## config.mk

```make
export PLATFORM = sky130hd
export DESIGN_NAME = tac_cfg
export DESIGN_NICKNAME = d
export VERILOG_FILES = /design/src/hw/rtl/tac_pkg.sv /design/src/hw/rtl/tac_cfg.sv
export SDC_FILE = /design/constraint.sdc
export NUM_CORES = 1
export LEC_CHECK = 0
export BUFFER_PORTS_ARGS = -buffer_cell sky130_fd_sc_hd__clkbuf_2
export CAP_MARGIN = 20
export CELL_PAD_IN_SITES_DETAIL_PLACEMENT = 1
export CELL_PAD_IN_SITES_GLOBAL_PLACEMENT = 1
export CORE_MARGIN = 5
export CORE_UTILIZATION = 35
export DETAILED_ROUTE_END_ITERATION = 6
export HOLD_SLACK_MARGIN = 0.12
export PLACE_DENSITY_LB_ADDON = 0.08
export SETUP_SLACK_MARGIN = 0.2
export SLEW_MARGIN = 15
export SYNTH_ARGS = -nofsm -noshare
export SYNTH_HDL_FRONTEND = slang
export SYNTH_SLANG_ARGS = --single-unit
```

## constraint.sdc

```tcl
create_clock -name clk -period 2.95 [get_ports clk]
set_input_delay 0.4425 -clock clk [delete_from_list [all_inputs] [get_ports clk]]
set_output_delay 0.4425 -clock clk [all_outputs]
set_load 0.05 [all_outputs]
```

## src/hw/rtl/tac_pkg.sv

```systemverilog
// ----------------------------------------------------------------------------
// tac_pkg: shared types and constants for the thermistor converter
// Formats of the log pipeline, the divider and the register map.
// ----------------------------------------------------------------------------
package tac_pkg;

    localparam int LOG_FRAC = 24;
    localparam int LOG_EW   = 5;
    localparam int LOG_W    = LOG_EW + LOG_FRAC;

    localparam logic signed [32:0] LN2_Q32    = 33'sd2977044472;
    localparam logic signed [58:0] KELVIN_Q16 = 59'sd17901158;
    localparam logic signed [58:0] ROUND_HALF = 59'sd128;

    localparam int DIV_QW = 57;
    localparam int DIV_DW = 41;

    localparam logic [1:0] REG_COEFF_A = 2'd0;
    localparam logic [1:0] REG_COEFF_B = 2'd1;
    localparam logic [1:0] REG_COEFF_C = 2'd2;
    localparam logic [1:0] REG_SERIES  = 2'd3;

    localparam logic signed [15:0] TEMP_MAX = 16'sh7FFF;
    localparam logic signed [15:0] TEMP_MIN = -16'sh8000;

    typedef struct packed {
        logic       valid;
        logic [1:0] channel;
        logic       fault;
    } side_t;

    typedef struct packed {
        logic signed [31:0] coeff_a;
        logic signed [31:0] coeff_b;
        logic signed [31:0] coeff_c;
        logic [19:0]        series_resistance;
    } cfg_t;

endpackage

```

## src/hw/rtl/tac_cfg.sv

```systemverilog
// ----------------------------------------------------------------------------
// tac_cfg: configuration registers
// APB-style write and read of the Steinhart-Hart coefficients and resistor.
// ----------------------------------------------------------------------------
module tac_cfg
(
    input  logic               clk,
    input  logic               rst_n,
    input  logic               psel,
    input  logic               penable,
    input  logic               pwrite,
    input  logic [3:0]         paddr,
    input  logic [31:0]        pwdata,
    output logic [31:0]        prdata,
    output logic               pready,
    output tac_pkg::cfg_t      cfg
);

    tac_pkg::cfg_t cfg_reg;
    logic [1:0]    index;
    logic          wr;

    assign pready = 1'b1;
    assign index  = paddr[3:2];
    assign wr     = psel && penable && pwrite;
    assign cfg    = cfg_reg;

    always_ff @(posedge clk or negedge rst_n)
    begin
        if (!rst_n)
        begin
            cfg_reg.coeff_a           <= 32'sd1236000000;
            cfg_reg.coeff_b           <= 32'sd257000000;
            cfg_reg.coeff_c           <= 32'sd25000000;
            cfg_reg.series_resistance <= 20'd10000;
        end
        else if (wr)
        begin
            case (index)
                tac_pkg::REG_COEFF_A: cfg_reg.coeff_a <= $signed(pwdata);
                tac_pkg::REG_COEFF_B: cfg_reg.coeff_b <= $signed(pwdata);
                tac_pkg::REG_COEFF_C: cfg_reg.coeff_c <= $signed(pwdata);
                tac_pkg::REG_SERIES:  cfg_reg.series_resistance <= pwdata[19:0];
                default: ;
            endcase
        end
    end

    always_comb
    begin
        case (index)
            tac_pkg::REG_COEFF_A: prdata = cfg_reg.coeff_a;
            tac_pkg::REG_COEFF_B: prdata = cfg_reg.coeff_b;
            tac_pkg::REG_COEFF_C: prdata = cfg_reg.coeff_c;
            tac_pkg::REG_SERIES:  prdata = {12'd0, cfg_reg.series_resistance};
            default:              prdata = 32'd0;
        endcase
    end

endmodule

```

==> impl_metrics.toml <==
[outcome]
status = "completed"

[route]
drc_errors = 0
drtIter0Drc = 119
drt-pass1-iter-count = 4
ant_nets = 0
wirelength_um = 14900
routed_via_density = 4.96
route.vias.total = 3542
detail_route.wl_per_cell_um = 20.8

[job]
cap_violations = 0

[pwr]
p_leak_uw = 0.00349
ir_drop_mv = 0.500
p_total_uw = 7740
p_per_area_nw_per_um2 = 1070

[global_route]
antenna_found_initial = 0
grt.total_usage_pct = 17.9
overflow = 0
grt_max_degree = 74
grt_pass1_wl_um = 24300
grt_pass1_vias = 4139

[logic_synthesis]
synth_area_leaders = "dfrtp_1, dfstp_2, mux2_2"
postSynthAreaPerCell_um2 = 16.4
netlist_instances = 319
synth.distinct_cells = 23
synth_top_area_cell = "dfrtp_1"
synth_top_area_share_pct = 35.9
netlist_area_um2 = 5240
yosysWarnings = 0
synth_seq_cells = 116
ys_seq_area_share_pct = 56.4
synth_nets = 360

[timing]
skew_ns = 0
fmax_mhz = 457
setup_viol = 0
report.final.slew_viol_count = 0
holdWs_ns = 0.288
finalCriticalPeriod_ns = 2.19
rsz0062_at_grt = "no"
hold_viol = 0
final.period_utilization_pct = 74.2
fin_ws_ns = 0.761
setup-tns-final_ns = 0
slew-limit-headroom_pct = 56.6
worst_pin_slew_ns = 0.651

[clocking]
cts_setup_buffers = 0
ctsResizeCount = 0
root_buffer = "clkbuf_16"
clock_path_buffers = 2
hold_buffers = 1
clk_pin_slew_worst_paths_ns = 0.05
clk_latency_ns = 0.42
cts_max_level = 4
cts_sinks = 116
cts_buffers = 17
tritoncts = "done"

[worst_setup_path]
crit_type = "primary input to output port"
crit_arrival_ns = 1.75
startpoint_type = "primary input"
cp.required_ns = 2.51
crit_buf_inv = 3
crit_fanout = 15
worst_path_most_repeated_cell = "clkbuf_2"
slowest_delay_ns = 0.35
reg2reg_setup_slack_ns = 2.15
crit_path_end_kind = "output port"
critPathSlowestCell = "clkbuf_2"
path_cells = "clkbuf_2 -> buf_4 -> mux4_2 -> clkbuf_2"
critPathTopFamily = "buffers and inverters"

[place]
gp_congestion = 0.733
io_buffers = 186
hpwl_um = 10500
pre_cts_slack_ns = 0.601

[floorplan]
io_pins = 190
dieWidth_um = 132
core_area_um2 = 14600
rows = 44
start_util_pct = 35.9
fp.dieH_um = 132
die_area_um2 = 17500

[layout]
finalNetCount = 558
final_layout_size_suffix_gt1_share_pct = 77.7
areaGrowthSynthToFinish_pct = 37.9
largest_reg_flops = 116
final_common_cell = "clkbuf_2"
nFillCells = 1476
final_core_util_pct = 49.5
final_cell_mix = "clkbuf_2, mux2_2, dfrtp_1"
diodes = 0

[hold_path]
min_path_type = "primary input to flop"
-- Yosys cell counts (all sizes together) --
library cell	number
conb	1
nand2	12
nor2	1
inv	1
nand3	1
nor2b	1
dfrtp	75
or2	1
buf	19
nand4	1
nor3	1
mux4	20
or3	1
mux2i	12
dfstp	41
o21ai	12
clkbuf	3
mux2	116
-- logic make-up after synthesis --
group	count (synthesis)	synth area share, %
flops	116	56.4
compound gates	12	1.15
mux	148	38.0
buf+inv	23	2.65
simple gates	19	1.70
other cells	1	0.0716
-- routing by layer --
layer	GRT usage, %	vias up	share of wire, %
li1	-	1566	-
met1	21.9	1834	42
met2	28.4	122	49
met3	7.06	20	7.0
met4	7.18	0	2.2
met5	0	-	0
-- through the flow --
step / std cells / instance area (µm²)
2_1_floorplan: 319 / 5240
3_3_place_gp: 681 / 6540
3_5_place_dp: 681 / 6540
4_1_cts: 714 / 7220
5_1_grt: 714 / 7220
6_report: 714 / 7220
-- power breakdown --
| part | internal (µW) | leakage (µW) | switching (µW) |
|---|---|---|---|
| registers | 2070 | 0.00135 | 312 |
| logic | 872 | 0.00181 | 2210 |
| clock network | 1570 | 0.000328 | 719 |
-- path summary, 6_finish.rpt --
kind | startpoint | endpoint | cells past startpoint
setup / recovery | paddr[3] | prdata[9] | 4
hold / removal | pwdata[27] | cfg[111] | 2
setup reg to reg | cfg[110] | cfg[110] | 1
hold reg to reg | cfg[1] | cfg[1] | 1
max in group asynchronous | rst_n | cfg[114] | 3
min in group asynchronous | rst_n | cfg[90] | 2
-- area by class of cell --
cell class / instances / area [µm²] / share of cell area (%)
repair buffers: 201 / 1210 / 16.7
well taps: 184 / 230 / 3.19
clock inverters: 8 / 143 / 1.98
clock buffers: 24 / 522 / 7.23
flip-flops and latches: 116 / 2950 / 40.9
multi-input cells: 180 / 2160 / 29.9
inverters: 1 / 3.75 / 0.0520
No activity file was read; power rests on OpenSTA's default activity.
